**config.mk**
```make
export PLATFORM = sky130hd
export DESIGN_NAME = vector_normalizer_core
export DESIGN_NICKNAME = d
export VERILOG_FILES = /design/src/rtl/vn_pkg.sv /design/src/rtl/vn_ram.sv /design/src/rtl/vn_alu.sv /design/src/rtl/vector_normalizer_core.sv
export VERILOG_INCLUDE_DIRS = /design/src /design/src/rtl
export SDC_FILE = /design/constraint.sdc
export NUM_CORES = 2
export LEC_CHECK = 0
export ABC_AREA = 1
export BUFFER_PORTS_ARGS = -buffer_cell sky130_fd_sc_hd__buf_4
export CAP_MARGIN = 20
export CELL_PAD_IN_SITES_DETAIL_PLACEMENT = 0
export CELL_PAD_IN_SITES_GLOBAL_PLACEMENT = 1
export CORE_MARGIN = 2
export CORE_UTILIZATION = 40
export CTS_CLUSTER_DIAMETER = 30
export CTS_CLUSTER_SIZE = 16
export DETAILED_ROUTE_END_ITERATION = 12
export HOLD_SLACK_MARGIN = 0.06
export PLACE_DENSITY_LB_ADDON = 0.2
export SYNTH_ARGS = -nofsm -noshare
export SYNTH_HDL_FRONTEND = slang
export SYNTH_SLANG_ARGS = --single-unit
```
**constraint.sdc**
```tcl
create_clock -name clk_i -period 8.43 [get_ports clk_i]
set_clock_uncertainty 0.15 [all_clocks]
set_input_delay 0 -clock clk_i [delete_from_list [all_inputs] [get_ports clk_i]]
set_output_delay 0 -clock clk_i [all_outputs]
set_load 0.01 [all_outputs]
```
**src/rtl/assert_macros.svh**
```systemverilog
// Assertion macros shared by the vector normalizer RTL.
// Checks use clk_i and rst_ni of the including module; empty under SYNTHESIS.
`ifndef ASSERT_MACROS_SVH
`define ASSERT_MACROS_SVH

`ifndef SYNTHESIS

// Check a property on every rising edge outside reset.
`define VN_ASSERT(lbl, prop, msg) \
  lbl: assert property (@(posedge clk_i) disable iff (!rst_ni) (prop)) else $error(msg);

// Check that a condition never holds.
`define VN_ASSERT_NEVER(lbl, cond, msg) \
  `VN_ASSERT(lbl, !(cond), msg)

`else

`define VN_ASSERT(lbl, prop, msg)
`define VN_ASSERT_NEVER(lbl, cond, msg)

`endif

`endif

```
**src/rtl/vn_pkg.sv**
```systemverilog
// Shared widths, opcodes and handshake structs of the vector normalizer.
// No dependencies; used by vn_alu and vector_normalizer_core.
package vn_pkg;

  localparam int VN_MAX_LEN   = 64;
  localparam int VN_ADDR_W    = (VN_MAX_LEN > 1) ? $clog2(VN_MAX_LEN) : 1;
  localparam int VN_CNT_W     = $clog2(VN_MAX_LEN + 1);
  localparam int VN_ELEM_W    = 16;
  localparam int VN_SUM_W     = 37;
  localparam int VN_ROOT_W    = (VN_SUM_W + 1) / 2;
  localparam int VN_SRC_W     = 2 * VN_ROOT_W;
  localparam int VN_REM_W     = VN_ROOT_W + 3;
  localparam int VN_FRAC_SH   = 14;
  localparam int VN_DIV_STEPS = VN_FRAC_SH + 1;
  localparam int VN_STEP_W    = $clog2(VN_ROOT_W);
  localparam int VN_UNIT_MAX  = 1 << VN_FRAC_SH;

  typedef enum logic {
    VN_OP_SQRT,
    VN_OP_DIV
  } vn_op_e;

  typedef struct packed {
    logic   start;
    vn_op_e op;
  } vn_alu_cmd_t;

  typedef struct packed {
    logic busy;
    logic done;
  } vn_alu_sts_t;

endpackage

```
**src/rtl/vn_ram.sv**
```systemverilog
// Generic single-write, single-read RAM with registered read data.
// No dependencies.
module vn_ram #(
  parameter int WIDTH = 16,
  parameter int DEPTH = 64
) (
  input  logic                                      clk_i,
  input  logic                                      we_i,
  input  logic [((DEPTH > 1) ? $clog2(DEPTH) : 1)-1:0] waddr_i,
  input  logic [WIDTH-1:0]                          wdata_i,
  input  logic                                      re_i,
  input  logic [((DEPTH > 1) ? $clog2(DEPTH) : 1)-1:0] raddr_i,
  output logic [WIDTH-1:0]                          rdata_o
);

  logic [WIDTH-1:0] mem_q [DEPTH];
  logic [WIDTH-1:0] rdata_q;

  // Write port
  always_ff @(posedge clk_i) begin
    if (we_i) begin
      mem_q[waddr_i] <= wdata_i;
    end
  end

  // Registered read port
  always_ff @(posedge clk_i) begin
    if (re_i) begin
      rdata_q <= mem_q[raddr_i];
    end
  end

  assign rdata_o = rdata_q;

endmodule

```
**src/rtl/vn_alu.sv**
```systemverilog
// Shared compare-subtract-shift unit: floor square root and restoring division.
// Depends on vn_pkg for widths, opcodes and command/status structs.
module vn_alu (
  input  logic                             clk_i,
  input  logic                             rst_ni,
  input  vn_pkg::vn_alu_cmd_t              cmd_i,
  input  logic [vn_pkg::VN_SUM_W-1:0]      radicand_i,
  input  logic [vn_pkg::VN_ROOT_W-1:0]     divisor_i,
  input  logic [vn_pkg::VN_ELEM_W-1:0]     dividend_i,
  output vn_pkg::vn_alu_sts_t              sts_o,
  output logic [vn_pkg::VN_ROOT_W-1:0]     result_o
);

  localparam int RemW  = vn_pkg::VN_REM_W;
  localparam int RootW = vn_pkg::VN_ROOT_W;
  localparam int SrcW  = vn_pkg::VN_SRC_W;
  localparam int StepW = vn_pkg::VN_STEP_W;
  localparam int ElemW = vn_pkg::VN_ELEM_W;

  logic                busy_q, busy_d;
  logic                done_q, done_d;
  vn_pkg::vn_op_e      op_q, op_d;
  logic [StepW-1:0]    cnt_q, cnt_d;
  logic [RemW-1:0]     rem_q, rem_d;
  logic [RootW-1:0]    res_q, res_d;
  logic [SrcW-1:0]     src_q, src_d;
  logic [RootW-1:0]    div_q, div_d;

  logic [RemW-1:0]     acc;
  logic [RemW-1:0]     trial;
  logic [RemW-1:0]     diff;
  logic [SrcW-1:0]     src_shift;
  logic                ge;

  // Form the trial operand: two radicand bits per root step, one dividend bit per quotient step
  always_comb begin
    if (op_q == vn_pkg::VN_OP_SQRT) begin
      acc       = {rem_q[RemW-3:0], src_q[SrcW-1 -: 2]};
      trial     = {1'b0, res_q, 2'b01};
      src_shift = {src_q[SrcW-3:0], 2'b00};
    end else begin
      acc       = {rem_q[RemW-2:0], src_q[SrcW-1]};
      trial     = {{(RemW - RootW){1'b0}}, div_q};
      src_shift = {src_q[SrcW-2:0], 1'b0};
    end
    ge   = (acc >= trial);
    diff = acc - trial;
  end

  // Load on start, then one restoring step per cycle
  always_comb begin
    busy_d = busy_q;
    done_d = 1'b0;
    op_d   = op_q;
    cnt_d  = cnt_q;
    rem_d  = rem_q;
    res_d  = res_q;
    src_d  = src_q;
    div_d  = div_q;
    if (cmd_i.start) begin
      busy_d = 1'b1;
      op_d   = cmd_i.op;
      res_d  = '0;
      div_d  = divisor_i;
      if (cmd_i.op == vn_pkg::VN_OP_SQRT) begin
        cnt_d = StepW'(RootW - 1);
        rem_d = '0;
        src_d = SrcW'(radicand_i);
      end else begin
        cnt_d = StepW'(vn_pkg::VN_DIV_STEPS - 1);
        rem_d = RemW'(dividend_i[ElemW-1:1]);
        src_d = {dividend_i[0], {(SrcW - 1){1'b0}}};
      end
    end else if (busy_q) begin
      rem_d = ge ? diff : acc;
      res_d = {res_q[RootW-2:0], ge};
      src_d = src_shift;
      if (cnt_q == '0) begin
        busy_d = 1'b0;
        done_d = 1'b1;
      end else begin
        cnt_d = cnt_q - StepW'(1);
      end
    end
  end

  // Control state
  always_ff @(posedge clk_i or negedge rst_ni) begin
    if (!rst_ni) begin
      busy_q <= 1'b0;
      done_q <= 1'b0;
    end else begin
      busy_q <= busy_d;
      done_q <= done_d;
    end
  end

  // Datapath
  always_ff @(posedge clk_i) begin
    op_q  <= op_d;
    cnt_q <= cnt_d;
    rem_q <= rem_d;
    res_q <= res_d;
    src_q <= src_d;
    div_q <= div_d;
  end

  assign sts_o.busy = busy_q;
  assign sts_o.done = done_q;
  assign result_o   = res_q;

endmodule

```
**src/rtl/vector_normalizer_core.sv**
```systemverilog
// Vector L2 normalizer: takes Q4.12 elements one beat per cycle until tlast, then
// emits each element divided by the Euclidean norm as Q1.14 (truncated toward zero).
// An element beat is taken every cycle while a vector is collected. After the last
// beat the input stalls: the floor square root of the 37-bit sum of squares is
// taken, then each result is made in turn (one store read, one load, a 15-step
// division and its done strobe, one output beat held until taken), and the input
// stays closed until the last result is taken. The single compare-subtract-shift
// unit runs the root and every division. A zero norm skips the divisions. Up to 64
// elements are kept; further beats are dropped and flagged in tuser on every
// result of that vector.
// Depends on vn_pkg, vn_ram, vn_alu and assert_macros.svh.
`include "assert_macros.svh"

module vector_normalizer_core (
  input  logic        clk_i,
  input  logic        rst_ni,
  // Element stream in
  input  logic        s_axis_tvalid_i,
  output logic        s_axis_tready_o,
  input  logic [15:0] s_axis_tdata_i,   // [15:0] element
  input  logic        s_axis_tlast_i,   // is_last
  // Normalized stream out
  output logic        m_axis_tvalid_o,
  input  logic        m_axis_tready_i,
  output logic [15:0] m_axis_tdata_o,   // [15:0] unit_element
  output logic        m_axis_tlast_o,   // last_out
  output logic [1:0]  m_axis_tuser_o    // [0] zero_norm, [1] overflow
);

  localparam int AddrW = vn_pkg::VN_ADDR_W;
  localparam int CntW  = vn_pkg::VN_CNT_W;
  localparam int ElemW = vn_pkg::VN_ELEM_W;
  localparam int SumW  = vn_pkg::VN_SUM_W;
  localparam int RootW = vn_pkg::VN_ROOT_W;

  localparam logic [2:0] ST_COLLECT = 3'd0;
  localparam logic [2:0] ST_ROOT    = 3'd1;
  localparam logic [2:0] ST_ROOTW   = 3'd2;
  localparam logic [2:0] ST_READ    = 3'd3;
  localparam logic [2:0] ST_LOAD    = 3'd4;
  localparam logic [2:0] ST_DIVW    = 3'd5;
  localparam logic [2:0] ST_EMIT    = 3'd6;

  logic [2:0]         state_q, state_d;
  logic [CntW-1:0]    count_q, count_d;
  logic [SumW-1:0]    sum_q, sum_d;
  logic               dropped_q, dropped_d;
  logic [RootW-1:0]   norm_q, norm_d;
  logic [AddrW-1:0]   idx_q, idx_d;
  logic [ElemW-1:0]   elem_q, elem_d;
  logic [ElemW-1:0]   unit_q, unit_d;
  logic               last_q, last_d;
  logic               zero_q, zero_d;
  logic               ovf_q, ovf_d;

  logic               in_beat;
  logic               room;
  logic [ElemW-1:0]   in_mag;
  logic [2*ElemW-1:0] in_sq;
  logic [ElemW-1:0]   rd_data;
  logic [ElemW-1:0]   rd_mag;
  logic               rd_en;
  logic [RootW-1:0]   alu_res;
  logic [RootW-1:0]   quot;
  vn_pkg::vn_alu_cmd_t alu_cmd;
  vn_pkg::vn_alu_sts_t alu_sts;

  // Input beat and square of its magnitude
  assign in_beat = s_axis_tvalid_i && s_axis_tready_o;
  assign room    = (count_q < CntW'(vn_pkg::VN_MAX_LEN));
  assign in_mag  = s_axis_tdata_i[ElemW-1] ? (~s_axis_tdata_i + ElemW'(1)) : s_axis_tdata_i;
  assign in_sq   = in_mag * in_mag;
  assign rd_mag  = rd_data[ElemW-1] ? (~rd_data + ElemW'(1)) : rd_data;

  // Clamp the quotient to full scale
  assign quot = (alu_res > RootW'(vn_pkg::VN_UNIT_MAX)) ? RootW'(vn_pkg::VN_UNIT_MAX) : alu_res;

  vn_ram #(
    .WIDTH (ElemW),
    .DEPTH (vn_pkg::VN_MAX_LEN)
  ) u_store (
    .clk_i   (clk_i),
    .we_i    (in_beat && room),
    .waddr_i (count_q[AddrW-1:0]),
    .wdata_i (s_axis_tdata_i),
    .re_i    (rd_en),
    .raddr_i (idx_q),
    .rdata_o (rd_data)
  );

  vn_alu u_alu (
    .clk_i      (clk_i),
    .rst_ni     (rst_ni),
    .cmd_i      (alu_cmd),
    .radicand_i (sum_q),
    .divisor_i  (norm_q),
    .dividend_i (rd_mag),
    .sts_o      (alu_sts),
    .result_o   (alu_res)
  );

  // Sequencer
  always_comb begin
    state_d     = state_q;
    count_d     = count_q;
    sum_d       = sum_q;
    dropped_d   = dropped_q;
    norm_d      = norm_q;
    idx_d       = idx_q;
    elem_d      = elem_q;
    unit_d      = unit_q;
    last_d      = last_q;
    zero_d      = zero_q;
    ovf_d       = ovf_q;
    rd_en       = 1'b0;
    alu_cmd     = '{start: 1'b0, op: vn_pkg::VN_OP_SQRT};
    unique case (state_q)
      ST_COLLECT: begin
        // Store the element and accumulate, or drop it when full
        if (in_beat) begin
          if (room) begin
            count_d = count_q + CntW'(1);
            sum_d   = sum_q + SumW'(in_sq);
          end else begin
            dropped_d = 1'b1;
          end
          if (s_axis_tlast_i) begin
            state_d = ST_ROOT;
          end
        end
      end
      ST_ROOT: begin
        alu_cmd = '{start: 1'b1, op: vn_pkg::VN_OP_SQRT};
        state_d = ST_ROOTW;
      end
      ST_ROOTW: begin
        if (alu_sts.done) begin
          norm_d  = alu_res;
          idx_d   = '0;
          state_d = ST_READ;
        end
      end
      ST_READ: begin
        rd_en   = 1'b1;
        state_d = ST_LOAD;
      end
      ST_LOAD: begin
        // Latch the element and its flags, then divide unless the norm is zero
        elem_d = rd_data;
        last_d = ((CntW'(idx_q) + CntW'(1)) == count_q);
        zero_d = (norm_q == '0);
        ovf_d  = dropped_q;
        if (norm_q == '0) begin
          unit_d  = '0;
          state_d = ST_EMIT;
        end else begin
          alu_cmd = '{start: 1'b1, op: vn_pkg::VN_OP_DIV};
          state_d = ST_DIVW;
        end
      end
      ST_DIVW: begin
        if (alu_sts.done) begin
          unit_d  = elem_q[ElemW-1] ? (~quot[ElemW-1:0] + ElemW'(1)) : quot[ElemW-1:0];
          state_d = ST_EMIT;
        end
      end
      ST_EMIT: begin
        // Hold the result until taken; clear the vector after its last beat
        if (m_axis_tready_i) begin
          if (last_q) begin
            count_d   = '0;
            sum_d     = '0;
            dropped_d = 1'b0;
            state_d   = ST_COLLECT;
          end else begin
            idx_d   = idx_q + AddrW'(1);
            state_d = ST_READ;
          end
        end
      end
      default: begin
        state_d = ST_COLLECT;
      end
    endcase
  end

  // Control state
  always_ff @(posedge clk_i or negedge rst_ni) begin
    if (!rst_ni) begin
      state_q   <= ST_COLLECT;
      count_q   <= '0;
      sum_q     <= '0;
      dropped_q <= 1'b0;
    end else begin
      state_q   <= state_d;
      count_q   <= count_d;
      sum_q     <= sum_d;
      dropped_q <= dropped_d;
    end
  end

  // Datapath and output registers
  always_ff @(posedge clk_i) begin
    norm_q <= norm_d;
    idx_q  <= idx_d;
    elem_q <= elem_d;
    unit_q <= unit_d;
    last_q <= last_d;
    zero_q <= zero_d;
    ovf_q  <= ovf_d;
  end

  assign s_axis_tready_o = (state_q == ST_COLLECT);
  assign m_axis_tvalid_o = (state_q == ST_EMIT);
  assign m_axis_tdata_o  = unit_q;
  assign m_axis_tlast_o  = last_q;
  assign m_axis_tuser_o  = {ovf_q, zero_q};

  // Checks
  `VN_ASSERT_NEVER(a_in_out_excl, s_axis_tready_o && m_axis_tvalid_o, "input and output both open")
  `VN_ASSERT_NEVER(a_count_bound, count_q > CntW'(vn_pkg::VN_MAX_LEN), "element count past capacity")
  `VN_ASSERT_NEVER(a_start_busy, alu_cmd.start && alu_sts.busy, "unit started while busy")
  `VN_ASSERT(a_last_clears, m_axis_tvalid_o && m_axis_tready_i && m_axis_tlast_o |=> (count_q == '0) && s_axis_tready_o, "vector not cleared after last beat")

endmodule
```
## Yosys cells after proc, flatten, opt, wreduce, memory -nomap -nowiden

Memories as Yosys holds them, arrays and structs flattened. A register that Yosys moved wholly into a read port is not among the register bits.
Cells that the tools add are included.

| storage, ports and cells | value |
|---|---|
| bits in writable memories | 1,024 |
| register bits after elaboration | 213 |
| memories | 1 |
| logic and storage cells | 129 |
| input port bits | 21 |

| operators by class | value |
|---|---|
| magnitude comparators | 3 |
| reduce and logical (&&, ||, !) cells | 16 |
| add/subtract/negate cells | 9 |
| equality and inequality tests | 18 |
| multiplexer cells | 59 |
| bitwise operators | 3 |
| $mul | 1 |

Memory list:

| memory | words | width | rd ports | clocked after Yosys merged registers in | write ports | line | source |
|---|---|---|---|---|---|---|---|
| u_store.mem_q | 64 | 16 | 1 | 1 | 1 | vn_ram.sv:16 | `logic [WIDTH-1:0] mem_q [DEPTH];` |

Operators by type and width:

| cell | number |
|---|---|
| two-way mux 38 bit | 4 |
| two-way mux 37 bit | 4 |
| two-way mux 16 bit | 6 |
| two-way mux 21 bit | 4 |
| one-hot mux 37 bit (2 select lines) | 1 |
| adder 16 x 1 -> 16 bit (second input constant) | 3 |
| inverter 16 bit | 3 |
| adder 37 x 32 -> 37 bit | 1 |
| multiplier 16 x 16 -> 32 bit | 1 |
| one-hot mux 16 bit (2 select lines) | 1 |
| two-way mux 7 bit | 4 |
| >= comparator 22 x 21 -> 1 bit | 1 |
| two-way mux 22 bit | 1 |
| one-hot mux 3 bit (7 select lines) | 1 |
| subtractor 21 bit | 1 |
| two-way mux 5 bit | 4 |
| greater-than comparator 19 x 15 -> 1 bit (second input constant) | 1 |
| zero test 19 bit | 1 |
| two-way mux 6 bit | 3 |
| two-way mux 15 bit | 1 |
| two-way mux 3 bit | 5 |
| AND reduction 5 bit | 3 |
| != test 2 x 1 -> 1 bit (second input constant) | 7 |
| one-hot mux 7 bit (2 select lines) | 1 |
| 22 further kinds | 47 |

## Longest topological paths before layout

| depth | value |
|---|---|
| depth in word-level cells | 8 |
| gate-level depth with buffers | 35 |
| gate-level depth less buffers | 35 |

## Worst setup path before layout

OpenSTA, ideal clock, no wires.

| timing | value |
|---|---|
| path kind | input -> register |
| start point | in s_axis_tdata_i[0] |
| end point | reg sum_q[32] |
| arrival time | 5,908 ps |
| setup slack | 2,246 ps |
| path buffers | 2 |
| cell stages on the path | 28 |
| library setup time | 127 ps |
| required time | 8,153 ps |
| cell sequence | inv_2 > clkbuf_1 > ha_1 > or2_1 > xor2_2 > inv_2 > buf_2 > nor2_1 > inv_1 > fa_1 > inv_1 > fa_1 > inv_1 > fa_1 > inv_1 > fa_1 > inv_1 > fa_1 > inv_1 > fa_1 > ha_1 > nand2_1 > nor2_1 > nand2_1 > o21ai_0 > nand3_1 > a21oi_1 > o21ai_0 |

| on the way | value |
|---|---|
| word-level cells in the longest chain between the ends | 8 |

Ends and longest elaborated chain:

| what | line | source |
|---|---|---|
| from (decl) | vector_normalizer_core.sv:20 | `input logic [15:0] s_axis_tdata_i,` |
| inverter 16 bit | vector_normalizer_core.sv:71 | `assign in_mag = s_axis_tdata_i[ElemW-1] ? (~s_axis_tdata_i + ElemW'(1)) : s_axis_tdata_i;` |
| adder 16 x 1 -> 16 bit | vector_normalizer_core.sv:71 |  |
| two-way mux 16 bit * | vector_normalizer_core.sv:71 |  |
| multiplier 16 x 16 -> 32 bit * | vector_normalizer_core.sv:72 | `assign in_sq = in_mag * in_mag;` |
| adder 37 x 32 -> 37 bit * | vector_normalizer_core.sv:123 | `sum_d = sum_q + SumW'(in_sq);` |
| two-way mux 37 bit * | vector_normalizer_core.sv:121 | `if (room) begin` |
| two-way mux 37 bit * | vector_normalizer_core.sv:120 | `if (in_beat) begin` |
| one-hot mux 37 bit (2 select lines) * | vector_normalizer_core.sv:117 | `unique case (state_q)` |
| to (signal assigned) | vector_normalizer_core.sv:197 | `sum_q <= sum_d;` |
| to (decl) | vector_normalizer_core.sv:46 | `logic [SumW-1:0] sum_q, sum_d;` |

Every way passes the cells marked *; elsewhere a longest branch is shown, timed or not. The select of a mux whose other input is x is not followed.
A chain may end at the register's enable or synchronous reset.

## Worst setup path in the final report

| timing | value |
|---|---|
| start point | in s_axis_tdata_i[3] |
| end point | reg sum_q[20] |

The elaborated chain is that of the path after synthesis.

==> impl_metrics.json <==
{
  "run_status": "finished clean",
  "ys_ff_latch": 1238,
  "core_area_um2": 151500,
  "hold_viol_final": 0,
  "floorplan.rows": 143,
  "post_detailed_route_via_to_cell_ratio": 5.286,
  "die-area_um2": 155200,
  "routed_via_count": 42280,
  "dp_worst_setup_slack_ps": 963.8,
  "drt_pre_antenna_iters": 6,
  "detailed_place.area_um2": 63550,
  "synth_top_area_cell": "sky130_fd_sc_hd__edfxtp_1",
  "layout-area-overhead-vs-synth_pct": 21.62,
  "clk_pin_slew_worst_paths_ps": 50,
  "numClockSinks": 1238,
  "cp_bufs_invs": 7,
  "post-cts-setup-buffer-count": 0,
  "grt_setup_unrepaired": "false",
  "path_delay_family": "adder cells",
  "post_dp_hpwl_um": 114700,
  "timing.final.setup_violations": 0,
  "syn_area_per_cell_um2": 11.11,
  "synth.most_common_cell": "sky130_fd_sc_hd__edfxtp_1",
  "gp_congestion": 0.8568,
  "synth.distinct_cells": 63,
  "slew_at_the_pin_closest_to_its_max_slew_limit_ps": 1100,
  "die_w_um": 394,
  "wirelength_um": 185900,
  "post-layout-total-power_w": 0.03422,
  "cp_common_cell": "sky130_fd_sc_hd__fa_1",
  "static-leakage-power_nw": 28.97,
  "worst_hold_slack_ps": 115.3,
  "tritoncts_clock_tree": "done",
  "yosys_most_used_dff": "sky130_fd_sc_hd__edfxtp_1",
  "h_tree_level_count": 5,
  "synth.yosys.seq_area_share_pct": 60.38,
  "detail_route.wl_per_cell_um": 23.24,
  "detail_route.drc_violations": 0,
  "synth_area_leaders": "sky130_fd_sc_hd__edfxtp_1 58%, sky130_fd_sc_hd__fa_1 6.4%, sky130_fd_sc_hd__nand2_1 6.3%",
  "timing.critical_path.arrival_ps": 7950,
  "insertion_delay_ps": 920,
  "final_antenna_net_count": 0,
  "share_of_layout_cells_above_drive_strength_1_pct": 12.05,
  "synth_enable_flop_cells": 1169,
  "synthArstFlopShare_pct": 4.039,
  "worstPathRequired_ps": 8950,
  "yosys_top_cell_area_share_pct": 57.70,
  "detail_route.iter0.violations": 3406,
  "timing_worst_setup_path_type": "input port to flop",
  "synth.top_cells.by_count": "1169 x sky130_fd_sc_hd__edfxtp_1, 1024 x sky130_fd_sc_hd__nand2_1, 595 x sky130_fd_sc_hd__nor2_1",
  "syn_warnings": 0,
  "clock_tree.buffer_depth": 4,
  "floorplan.initialDensity_pct": 40.15,
  "critical-path-max-stage-delay_ps": 750,
  "max_freq_ghz": 0.1346,
  "timing.final.crit_share_pct": 88.13,
  "critical_path.startpoint_type": "input port",
  "grt_start_max_net_pins": 134,
  "critical-path-slowest-cell": "sky130_fd_sc_hd__xor2_2",
  "max_cap_viol_count": 0,
  "setup_tns_ps": 0,
  "slew_headroom_pct": 26.65,
  "cts-root-buf": "sky130_fd_sc_hd__clkbuf_16",
  "cts-buffers-inserted": 311,
  "power_density_nw_per_um2": 462.5,
  "gr-usage-all-layers_pct": 23.76,
  "final.setup.worst_slack_ps": 1001,
  "timing_max_transition_violations_final": 0,
  "cts_hold_buf": 33,
  "grt_antenna_before_repair": 10,
  "worst-r2r-setup-slack_ps": 3490,
  "grt_first_pass_wirelength_um": 274400,
  "num_io_pins": 42,
  "min_path_type": "input port to flop",
  "io_buffer_count": 41,
  "cts-resized-gates": 0,
  "post_synth_inst_count": 5476,
  "layout_min_cycle_time_ps": 7429,
  "global_route_congestion_overflow_total": 0,
  "critical_path.max_fanout": 16,
  "die_y_um": 394,
  "grt_pass1_vias": 41990,
  "finish.net_count": 6091,
  "end_kind": "flop",
  "total_standard_cell_area_after_synthesis_um2": 60840,
  "post-route-cell-area_um2": 73990,
  "vdd_drop_max_uv": 489.4
}
## where the power goes
group / total, W / switching [W] / internal (W)
Sequential: 0.00773 / 0.000310 / 0.00742
Clock: 0.0114 / 0.00351 / 0.00793
Combinational: 0.0150 / 0.0104 / 0.00469
## layout make-up
| class | count | area (um2) |
|---|---|---|
| multi-input cells | 3457 | 20950 |
| clock buffers | 361 | 8054 |
| inverters | 537 | 2037 |
| clock inverters | 175 | 1998 |
| flip-flops and latches | 1238 | 36740 |
| repair buffers | 198 | 1669 |
| diodes | 3 | 7.507 |
| fillers | 13650 | 77550 |
| well taps | 2030 | 2540 |
## state kept, by name, summed over array words and instances (netlist names), 3 cells and up
name / flops
u_alu.src_q: 38
sum_q: 37
u_store.mem_q: 1024
idx_q: 6
m_axis_tdata_o: 16
u_store.rdata_o: 16
state_q: 3
count_q: 7
norm_q: 19
u_alu.cnt_q: 5
u_alu.rem_q: 21
u_alu.result_o: 19
u_alu.div_q: 19
## metrics by stage
step,instances,util (%)
CTS,7995,48.80
detailed placement,7426,41.93
floorplan,5485,-
finish,7999,48.83
global placement,7424,41.91
global route,7997,48.82
## placed cells by master (no fill, tap or decap), drive strengths merged, types with 50 or more instances in the layout
master / n
inv: 547
clkbuf: 361
ha: 132
buf: 167
nand3: 134
fa: 195
a21oi: 259
o21ai: 512
dfrtp: 50
edfxtp: 1169
mux2i: 129
nor2: 607
o211ai: 116
clkinv: 105
nand2: 1042
o22ai: 138
## tightest hold or removal path: stages
cell and delay [ps]:
sky130_fd_sc_hd__dlygate4sd3_1 530, sky130_fd_sc_hd__buf_4 210, sky130_fd_sc_hd__buf_12 190
## logic make-up (layout without fill, tap and decap cells)
group	count (synthesis)	in the layout	synth area share (%)
AND/OR/NAND/NOR	1873	1873	12.48
other	2	14	0.01234
XOR/XNOR	48	48	0.7280
buffers and inverters	790	1271	5.302
flip-flops	1238	1238	60.38
AO/OA/AOI/OAI	1069	1069	9.841
adder cells (fa/ha/maj)	327	327	9.131
multiplexers	129	129	2.122
## worst paths after layout
path	end	depth (start not counted)	start
worst min register to register	u_alu.div_q[11]$_DFFE_PP_	0	norm_q[11]$_DFFE_PP_
worst max register to register	u_alu.rem_q[19]$_SDFFCE_PP0P_	16	u_alu.op_q$_DFFE_PP_
min in group asynchronous	sum_q[21]$_DFFE_PN0P_	4	rst_ni
worst min-delay path	u_store.mem_q[33][10]$_DFFE_PP_	3	s_axis_tdata_i[10]
worst max-delay path	sum_q[20]$_DFFE_PN0P_	28	s_axis_tdata_i[3]
max in group asynchronous	sum_q[22]$_DFFE_PN0P_	4	rst_ni
## per-layer routing
metal / global-route usage [%] / part of all wire (%)
met2: 37.99 / 47
met5: 0 / 0.015
met1: 32.51 / 43
met3: 4.043 / 6.0
met4: 8.826 / 3.6
Note: power is estimated with default switching activity, not from simulation.
